## src/hdl/itoa_pkg.sv

```systemverilog
// Shared types and constants for the integer-to-ASCII formatter.
// Used by the interfaces, the controller, the datapath and the top level.
// No dependencies.
`timescale 1ns / 1ps
`default_nettype none

package itoa_pkg;

  // Conversion kinds carried in req_type
  localparam logic [2:0] KIND_SDEC = 3'd0;
  localparam logic [2:0] KIND_UDEC = 3'd1;
  localparam logic [2:0] KIND_HEX  = 3'd2;
  localparam logic [2:0] KIND_CHAR = 3'd3;
  localparam logic [2:0] KIND_PCT  = 3'd4;

  localparam int TYPE_W     = 3;
  localparam int WORD_W     = 32;
  localparam int CHAR_W     = 8;
  localparam int DIGIT_W    = 4;
  localparam int NUM_DIGITS = 10;
  localparam int DIGITS_W   = NUM_DIGITS * DIGIT_W;
  localparam int POS_W      = $clog2(NUM_DIGITS);

  // Binary bits consumed per conversion step and the resulting step count
  localparam int BITS_PER_STEP = 4;
  localparam int CONV_STEPS    = WORD_W / BITS_PER_STEP;
  localparam int STEP_W        = $clog2(CONV_STEPS);

  localparam logic [CHAR_W-1:0] CHAR_MINUS   = 8'h2D;
  localparam logic [CHAR_W-1:0] CHAR_PERCENT = 8'h25;

  // Digit glyphs; byte 0 of the packed string is '0'
  localparam logic [15:0][CHAR_W-1:0] DIGIT_GLYPHS = "fedcba9876543210";

  // Controller to datapath commands
  typedef struct packed {
    logic load;
    logic convert;
    logic scan;
    logic emit_sign;
    logic emit_digit;
    logic emit_byte;
  } itoa_cmd_t;

  // Datapath to controller status
  typedef struct packed {
    logic neg;
    logic pos_zero;
    logic out_free;
  } itoa_stat_t;

endpackage

`default_nettype wire

```

## src/hdl/itoa_req_if.sv

```systemverilog
// Request channel: conversion kind and argument word, valid/ready handshake.
// Depends on itoa_pkg for field widths.
`timescale 1ns / 1ps
`default_nettype none

interface itoa_req_if;
  logic                            valid;
  logic                            ready;
  logic [itoa_pkg::TYPE_W-1:0]     req_type;
  logic [itoa_pkg::WORD_W-1:0]     arg_word;

  modport source (output valid, output req_type, output arg_word, input ready);
  modport sink   (input valid, input req_type, input arg_word, output ready);
endinterface

`default_nettype wire

```

## src/hdl/itoa_char_if.sv

```systemverilog
// Character channel: one ASCII code per transfer plus an end-of-text mark.
// Depends on itoa_pkg for field widths.
`timescale 1ns / 1ps
`default_nettype none

interface itoa_char_if;
  logic                            valid;
  logic                            ready;
  logic [itoa_pkg::CHAR_W-1:0]     char_code;
  logic                            last;

  modport source (output valid, output char_code, output last, input ready);
  modport sink   (input valid, input char_code, input last, output ready);
endinterface

`default_nettype wire

```

## src/hdl/itoa_ctrl.sv

```systemverilog
// Formatter controller: sequences load, conversion, digit scan and emission.
// Depends on itoa_pkg for kind codes and command/status structs.
`timescale 1ns / 1ps
`default_nettype none

module itoa_ctrl (
  input  wire logic                        clk,
  input  wire logic                        rst,
  input  wire logic                        req_valid,
  input  wire logic [itoa_pkg::TYPE_W-1:0] req_type,
  output logic                             req_ready,
  input  wire itoa_pkg::itoa_stat_t        stat,
  output itoa_pkg::itoa_cmd_t              cmd
);

  typedef enum logic [2:0] {
    S_IDLE,
    S_CONVERT,
    S_SCAN,
    S_SIGN,
    S_DIGITS,
    S_BYTE
  } state_t;

  localparam logic [itoa_pkg::STEP_W-1:0] LAST_STEP =
    itoa_pkg::STEP_W'(itoa_pkg::CONV_STEPS - 1);

  state_t                      state, state_next;
  logic [itoa_pkg::STEP_W-1:0] step, step_next;

  assign req_ready = (state == S_IDLE);

  always_comb begin
    state_next = state;
    step_next  = step;
    cmd        = '0;
    unique case (state)
      S_IDLE: begin
        if (req_valid) begin
          unique case (req_type) inside
            itoa_pkg::KIND_SDEC, itoa_pkg::KIND_UDEC: begin
              cmd.load   = 1'b1;
              step_next  = '0;
              state_next = S_CONVERT;
            end
            itoa_pkg::KIND_HEX: begin
              cmd.load   = 1'b1;
              state_next = S_SCAN;
            end
            itoa_pkg::KIND_CHAR, itoa_pkg::KIND_PCT: begin
              cmd.load   = 1'b1;
              state_next = S_BYTE;
            end
            default: begin
              // unused kind: drop the request
            end
          endcase
        end
      end
      S_CONVERT: begin
        cmd.convert = 1'b1;
        step_next   = step + 1'b1;
        if (step == LAST_STEP) begin
          state_next = S_SCAN;
        end
      end
      S_SCAN: begin
        cmd.scan   = 1'b1;
        state_next = stat.neg ? S_SIGN : S_DIGITS;
      end
      S_SIGN: begin
        if (stat.out_free) begin
          cmd.emit_sign = 1'b1;
          state_next    = S_DIGITS;
        end
      end
      S_DIGITS: begin
        if (stat.out_free) begin
          cmd.emit_digit = 1'b1;
          if (stat.pos_zero) begin
            state_next = S_IDLE;
          end
        end
      end
      S_BYTE: begin
        if (stat.out_free) begin
          cmd.emit_byte = 1'b1;
          state_next    = S_IDLE;
        end
      end
      default: state_next = S_IDLE;
    endcase
  end

  always_ff @(posedge clk) begin
    if (rst) begin
      state <= S_IDLE;
      step  <= '0;
    end else begin
      state <= state_next;
      step  <= step_next;
    end
  end

endmodule

`default_nettype wire

```

## src/hdl/itoa_dp.sv

```systemverilog
// Formatter datapath: magnitude, shift-add-3 BCD conversion, digit register,
// leading-digit scan and the registered character output.
// Depends on itoa_pkg for widths, glyphs and command/status structs.
`timescale 1ns / 1ps
`default_nettype none

module itoa_dp (
  input  wire logic                        clk,
  input  wire logic                        rst,
  input  wire itoa_pkg::itoa_cmd_t         cmd,
  output itoa_pkg::itoa_stat_t             stat,
  input  wire logic [itoa_pkg::TYPE_W-1:0] req_type,
  input  wire logic [itoa_pkg::WORD_W-1:0] arg_word,
  input  wire logic                        out_ready,
  output logic                             out_valid,
  output logic [itoa_pkg::CHAR_W-1:0]      char_code,
  output logic                             last
);

  logic                          neg;
  logic [itoa_pkg::WORD_W-1:0]   bin;
  logic [itoa_pkg::DIGITS_W-1:0] digits;
  logic [itoa_pkg::POS_W-1:0]    pos;
  logic [itoa_pkg::CHAR_W-1:0]   byte_val;

  logic                          load_neg;
  logic [itoa_pkg::WORD_W-1:0]   bin_conv;
  logic [itoa_pkg::DIGITS_W-1:0] digits_conv;
  logic [itoa_pkg::POS_W-1:0]    msd_pos;
  logic                          emit_any;

  assign load_neg = (req_type == itoa_pkg::KIND_SDEC) && arg_word[itoa_pkg::WORD_W-1];
  assign emit_any = cmd.emit_sign | cmd.emit_digit | cmd.emit_byte;

  assign stat.neg      = neg;
  assign stat.pos_zero = (pos == '0);
  assign stat.out_free = !out_valid || out_ready;

  // Four shift-add-3 steps per cycle
  always_comb begin
    digits_conv = digits;
    bin_conv    = bin;
    for (int s = 0; s < itoa_pkg::BITS_PER_STEP; s++) begin
      for (int d = 0; d < itoa_pkg::NUM_DIGITS; d++) begin
        if (digits_conv[d*itoa_pkg::DIGIT_W +: itoa_pkg::DIGIT_W] >= 4'd5) begin
          digits_conv[d*itoa_pkg::DIGIT_W +: itoa_pkg::DIGIT_W] =
            digits_conv[d*itoa_pkg::DIGIT_W +: itoa_pkg::DIGIT_W] + 4'd3;
        end
      end
      digits_conv = {digits_conv[itoa_pkg::DIGITS_W-2:0], bin_conv[itoa_pkg::WORD_W-1]};
      bin_conv    = {bin_conv[itoa_pkg::WORD_W-2:0], 1'b0};
    end
  end

  // Highest nonzero digit; zero keeps a single digit
  always_comb begin
    msd_pos = '0;
    for (int d = 0; d < itoa_pkg::NUM_DIGITS; d++) begin
      if (digits[d*itoa_pkg::DIGIT_W +: itoa_pkg::DIGIT_W] != '0) begin
        msd_pos = itoa_pkg::POS_W'(d);
      end
    end
  end

  always_ff @(posedge clk) begin
    if (cmd.load) begin
      neg      <= load_neg;
      bin      <= load_neg ? (~arg_word + 1'b1) : arg_word;
      digits   <= (req_type == itoa_pkg::KIND_HEX) ? itoa_pkg::DIGITS_W'(arg_word) : '0;
      byte_val <= (req_type == itoa_pkg::KIND_CHAR) ? arg_word[itoa_pkg::CHAR_W-1:0]
                                                    : itoa_pkg::CHAR_PERCENT;
    end else if (cmd.convert) begin
      bin    <= bin_conv;
      digits <= digits_conv;
    end
    if (cmd.scan) begin
      pos <= msd_pos;
    end else if (cmd.emit_digit) begin
      pos <= pos - 1'b1;
    end
  end

  // Output register
  always_ff @(posedge clk) begin
    if (rst) begin
      out_valid <= 1'b0;
    end else if (emit_any) begin
      out_valid <= 1'b1;
    end else if (out_ready) begin
      out_valid <= 1'b0;
    end
  end

  always_ff @(posedge clk) begin
    if (cmd.emit_sign) begin
      char_code <= itoa_pkg::CHAR_MINUS;
      last      <= 1'b0;
    end else if (cmd.emit_digit) begin
      char_code <= itoa_pkg::DIGIT_GLYPHS[digits[pos*itoa_pkg::DIGIT_W +: itoa_pkg::DIGIT_W]];
      last      <= (pos == '0);
    end else if (cmd.emit_byte) begin
      char_code <= byte_val;
      last      <= 1'b1;
    end
  end

endmodule

`default_nettype wire

```

## src/hdl/integer_to_ascii_formatter.sv

```systemverilog
// Top level of the integer-to-ASCII formatter: controller plus datapath.
// Depends on itoa_pkg, itoa_req_if, itoa_char_if, itoa_ctrl and itoa_dp.
//
//   Channel | Dir | Payload                      | Per transfer
//   --------+-----+------------------------------+---------------------------
//   req     | in  | req_type[2:0], arg_word[31:0] | one conversion request
//   text    | out | char_code[7:0], last         | one character, last marks end
//
// Steps per request (len = characters):
//   signed/unsigned decimal: load, conversion at four bits per step, one digit
//   scan, then len characters, one per cycle while the sink is ready; hex: load,
//   scan, then len characters; character and percent: load, then the one byte;
//   unused kind: dropped, nothing emitted. Reset (rst, synchronous) returns the
// controller to idle and empties the output. A stalled sink holds the output
// register and freezes emission; the next request is taken while the final character still waits to be taken.
`timescale 1ns / 1ps
`default_nettype none

module integer_to_ascii_formatter (
  input  wire logic  clk,
  input  wire logic  rst,
  itoa_req_if.sink   req,
  itoa_char_if.source text
);

  itoa_pkg::itoa_cmd_t  cmd;
  itoa_pkg::itoa_stat_t stat;

  // Sequence the work: load, convert, scan, then emit
  itoa_ctrl u_ctrl (
    .clk       (clk),
    .rst       (rst),
    .req_valid (req.valid),
    .req_type  (req.req_type),
    .req_ready (req.ready),
    .stat      (stat),
    .cmd       (cmd)
  );

  // Hold the argument, convert to digits and drive the output register
  itoa_dp u_dp (
    .clk       (clk),
    .rst       (rst),
    .cmd       (cmd),
    .stat      (stat),
    .req_type  (req.req_type),
    .arg_word  (req.arg_word),
    .out_ready (text.ready),
    .out_valid (text.valid),
    .char_code (text.char_code),
    .last      (text.last)
  );

  // An accepted request of a known kind occupies the block for at least the next cycle
  a_busy_after_accept: assert property (@(posedge clk) disable iff (rst)
    (req.valid && req.ready && (req.req_type <= itoa_pkg::KIND_PCT)) |=> !req.ready)
    else $error("request accepted but block still reports ready");

  // Never load a character while the output register is occupied and stalled
  a_emit_when_free: assert property (@(posedge clk) disable iff (rst)
    (cmd.emit_sign || cmd.emit_digit || cmd.emit_byte) |-> stat.out_free)
    else $error("character emitted over a stalled output");

  // At most one emission command per cycle
  a_single_emit: assert property (@(posedge clk) disable iff (rst)
    $onehot0({cmd.emit_sign, cmd.emit_digit, cmd.emit_byte}))
    else $error("more than one emission command");

  // While a non-final character is on the output, the text is still in progress
  a_midtext_busy: assert property (@(posedge clk) disable iff (rst)
    (text.valid && !text.last) |-> !req.ready)
    else $error("block idle with text unfinished");

endmodule

`default_nettype wire

```

## src/flat_wrapper.sv

```systemverilog
// flat-port wrapper written by rule: the top's interface ports become plain ports
module integer_to_ascii_formatter_flat 
  (clk, rst, req_valid, req_req_type, req_arg_word, req_ready, text_valid, text_char_code, text_last, text_ready);
  itoa_req_if req_i ();
  itoa_char_if text_i ();
  input  wire logic clk;
  input  wire logic rst;
  input wire logic [$bits(req_i.valid)-1:0] req_valid;
  input wire logic [$bits(req_i.req_type)-1:0] req_req_type;
  input wire logic [$bits(req_i.arg_word)-1:0] req_arg_word;
  output wire logic [$bits(req_i.ready)-1:0] req_ready;
  output wire logic [$bits(text_i.valid)-1:0] text_valid;
  output wire logic [$bits(text_i.char_code)-1:0] text_char_code;
  output wire logic [$bits(text_i.last)-1:0] text_last;
  input wire logic [$bits(text_i.ready)-1:0] text_ready;
  assign req_i.valid = req_valid;
  assign req_i.req_type = req_req_type;
  assign req_i.arg_word = req_arg_word;
  assign req_ready = req_i.ready;
  assign text_valid = text_i.valid;
  assign text_char_code = text_i.char_code;
  assign text_last = text_i.last;
  assign text_i.ready = text_ready;
  integer_to_ascii_formatter u_core (.clk(clk), .rst(rst), .req(req_i), .text(text_i));
endmodule
```

## config.mk

```make
export PLATFORM = sky130hd
export DESIGN_NAME = integer_to_ascii_formatter_flat
export DESIGN_NICKNAME = d
export VERILOG_FILES = /design/src/hdl/itoa_pkg.sv /design/src/hdl/itoa_req_if.sv /design/src/hdl/itoa_char_if.sv /design/src/hdl/itoa_ctrl.sv /design/src/hdl/itoa_dp.sv /design/src/hdl/integer_to_ascii_formatter.sv /design/src/flat_wrapper.sv
export SDC_FILE = /design/constraint.sdc
export NUM_CORES = 1
export LEC_CHECK = 0
export BUFFER_PORTS_ARGS = -buffer_cell sky130_fd_sc_hd__buf_2
export CORE_MARGIN = 4
export CORE_UTILIZATION = 25
export CTS_BUF_LIST = sky130_fd_sc_hd__clkbuf_8 sky130_fd_sc_hd__clkbuf_16
export DETAILED_ROUTE_END_ITERATION = 12
export PLACE_DENSITY = 0.49
export SYNTH_ARGS = -nofsm -noshare
export SYNTH_HDL_FRONTEND = slang
export SYNTH_HIERARCHICAL = 1
export SYNTH_SLANG_ARGS = --single-unit
```

## constraint.sdc

```tcl
create_clock -name clk -period 3.7 [get_ports clk]
set_input_delay 0 -clock clk [delete_from_list [all_inputs] [get_ports clk]]
set_output_delay 0 -clock clk [all_outputs]
set_load 0.02 [all_outputs]
```

==> impl_metrics.tcl <==
set metrics [dict create \
    outcome "completed" \
    worstPathRequired_ps 3820 \
    synthTopCellsByArea "edfxtp_1 (24%), ha_1 (5.9%), a21oi_1 (5.6%)" \
    cts.sinks 101 \
    synthFlopType "edfxtp_1" \
    die_width_um 213 \
    fp.dieArea_um2 45500 \
    post-place-cells 1945 \
    holdCritPathClass "primary input to flip-flop" \
    r2r_start "u_core/u_dp/digits[16]$_DFFE_PP_" \
    synth.largest_area_cell "edfxtp_1" \
    start_util_pct 25.5 \
    grt_antenna_before_repair 5 \
    io_buffers 49 \
    crit_arrival_ps 3770 \
    grt_use_total_pct 13.7 \
    instances_no_fill 2004 \
    fin_crit_sh_pct 98.6 \
    yosysWarnings 6 \
    htreeDepth 3 \
    postSynth.asyncResetShare_pct 0 \
    ant_nets 0 \
    syn_nets 1385 \
    cts_tree "yes" \
    use_met2_pct 23.4 \
    ys_ff_latch 101 \
    routed_wl_mm 32.8 \
    numCtsBuffers 9 \
    path_clk_slew_ps 80 \
    hpwl_mm 24.8 \
    final_util_pct 32.6 \
    cts_buffer_depth 2 \
    vias 10300 \
    crit_fanout 5 \
    drc 0 \
    ys_seq_area_share_pct 27.2 \
    core_area_um2 41300 \
    grt_max_degree 97 \
    min_from "req_arg_word[12]" \
    clock.fmax_ghz 0.274 \
    maxCapViolations 0 \
    drt_pass1_iterations 5 \
    finalSetupViolations 0 \
    root_buffer "clkbuf_16" \
    syn_inst 1296 \
    finalHoldViolations 0 \
    worstSkewPairLatency_ps 370 \
    synth_top_area_share_pct 24.2 \
    slew_viol_final 0 \
    path_cells "ha_1 -> nor2b_4 -> a2bb2oi_2 -> nand2_1 -> ha_1 -> or3_1 -> a221oi_4 -> o2111ai_1 -> o311a_1 -> and3b_4 -> or3_1 -> a32o_1" \
    drive_gt1_share_pct 29.3 \
    via_per_inst 5.16 \
    crit_type "flip-flop to flip-flop" \
    area_delta_synth_final_pct 27.6 \
    globalRouteOverflowTotal 0 \
    synth_edf_count 85 \
    drt_iter0_drc 727 \
    ios 50 \
    crit_family "simple AND/OR/NAND/NOR gates" \
    grt_use_met1_pct 18.7 \
    dieHeight_um 213 \
    grt_pass1_wl_mm 50.9 \
    nets 1553 \
    avgRoutedWirePerCell_um 16.4 \
    critPathBufInv 0 \
    ys_types 96 \
    worstSetupStartpointType "flip-flop" \
    crit_start "u_core/u_dp/digits[16]$_DFFE_PP_" \
    rsz0062_at_grt "yes" \
    synth.most_common_cell "a21oi_1" \
    max_stage_delay_ps 460 \
    netlist_area_um2 10500 \
    cp-end-kind "flip-flop" \
    tightest_slew_ps 1190 \
    gr-usage-met3_pct 1.86 \
    skew_ps 12.6 \
    nFillCells 4341 \
    globalplace.congestion 0.845 \
    avgSynthCellArea_um2 8.14 \
    row_count 74 \
    critical-path-slowest-cell "edfxtp_1" \
    min_period_ps 3650 \
    grt_pass1_vias 9636 \
    maxSlewHeadroom_pct 20.5 \
    gr-max-usage-layer "met2" \
    synthTopCellsByCount "a21oi_1 (118), nor2_1 (116), nand2_1 (110)" \
]
-- repair_timing --
action / CTS / global route
pin swaps: 14 / 48
resized for setup: 24 / 115
buffers inserted: 8 / 26
endpoints found under the hold margin: 9 / 0
hold buffers: 6 / 0
setup endpoints to repair: 8 / 30
-- registers in the layout (all words and copies together) (netlist names) --
signal and count:
u_core/u_ctrl/state 3, u_core/u_ctrl/step 3, u_core/u_dp/bin 32, u_core/u_dp/byte_val 8, u_core/u_dp/char_code 8, u_core/u_dp/digits 40, u_core/u_dp/last 1, u_core/u_dp/neg 1
u_core/u_dp/out_valid 1, u_core/u_dp/pos 4
-- stage by stage --
step / TNS (ps) / setup slack, ps / hold WS [ps] / instance area, um2
after detailed placement: -501 / -201 / 292 / 12200
final: 0 / 52.0 / 11.8 / 13500
after global placement: -173 / -92.9 / 289 / 12200
after floorplan: 0 / 16.5 / 69.1 / 10600
after CTS: 0 / 0.874 / 0.794 / 12800
after global routing: -446 / -111 / 30.5 / 13500
-- cell usage in the layout (no fill, tap or decap), drive strengths merged, types with 8 or more instances in the layout --
cell,netlist,routed
xnor2,25,25
nand2,110,110
nor2b,14,14
a211o,14,14
dfxtp,16,16
mux2i,34,34
nand2b,23,23
o21bai,8,8
buf,23,212
o21ai,105,105
o41ai,8,8
or2,19,19
nor3,35,35
and3,12,12
o31ai,12,12
o21a,16,16
edfxtp,85,85
or4,11,11
inv,69,72
nor4,9,9
a21o,18,18
and2,21,21
a2bb2oi,8,8
a31oi,12,12
or3,15,15
a21oi,121,121
nor2,117,117
a211oi,30,30
o22ai,10,10
o211ai,16,16
a21boi,10,10
a221oi,8,8
nor3b,14,14
ha,50,50
xor2,22,22
mux2,21,21
nand3,34,34
mux4,8,8
clkbuf,38,9
-- per-layer routing --
layer | vias up | wire length (um)
met2 | 180 | 15900
met1 | 4918 | 15300
li1 | 5192 | -
met3 | 37 | 1130
met4 | 8 | 464
met5 | - | 42
-- worst reg2reg max path, delay by kind of cell, from the launching register on --
kind,cells,cell delay [ps]
compound gates,5,1150
fa+ha+maj,2,500
flops,1,460
simple gates,5,1290
-- final cells by class --
cell class / instances / area [um2] / area share [%]
inverter: 70 / 263 / 1.95
tap: 532 / 666 / 4.95
sequential: 101 / 2870 / 21.3
clock inverter: 7 / 88.8 / 0.660
clock buffer: 9 / 225 / 1.67
antenna: 3 / 7.51 / 0.0558
multi-input combinational: 1064 / 7770 / 57.7
timing repair buffer: 218 / 1570 / 11.6
-- final timing paths --
path,end,slack (ps),depth (start not counted)
setup / recovery,u_core/u_dp/digits[20]$_DFFE_PP_,50,12
hold / removal,u_core/u_dp/digits[12]$_DFFE_PP_,10,3
setup reg to reg,u_core/u_dp/digits[20]$_DFFE_PP_,50,12
hold reg to reg,u_core/u_dp/char_code[5]$_SDFFE_PP1P_,480,2
-- cells by family after synthesis --
kind of cell | after synthesis | synth area share (%)
flip-flops | 101 | 27.2
buffers and inverters | 131 | 5.34
adder cells (fa/ha/maj) | 50 | 5.93
AO/OA/AOI/OAI | 451 | 28.6
XOR/XNOR | 47 | 3.90
multiplexers | 63 | 7.28
AND/OR/NAND/NOR | 453 | 21.7
Power is left out: the tool's default activity adds up to more than one toggle a clock period on the data nets, which glitch-free logic cannot reach.
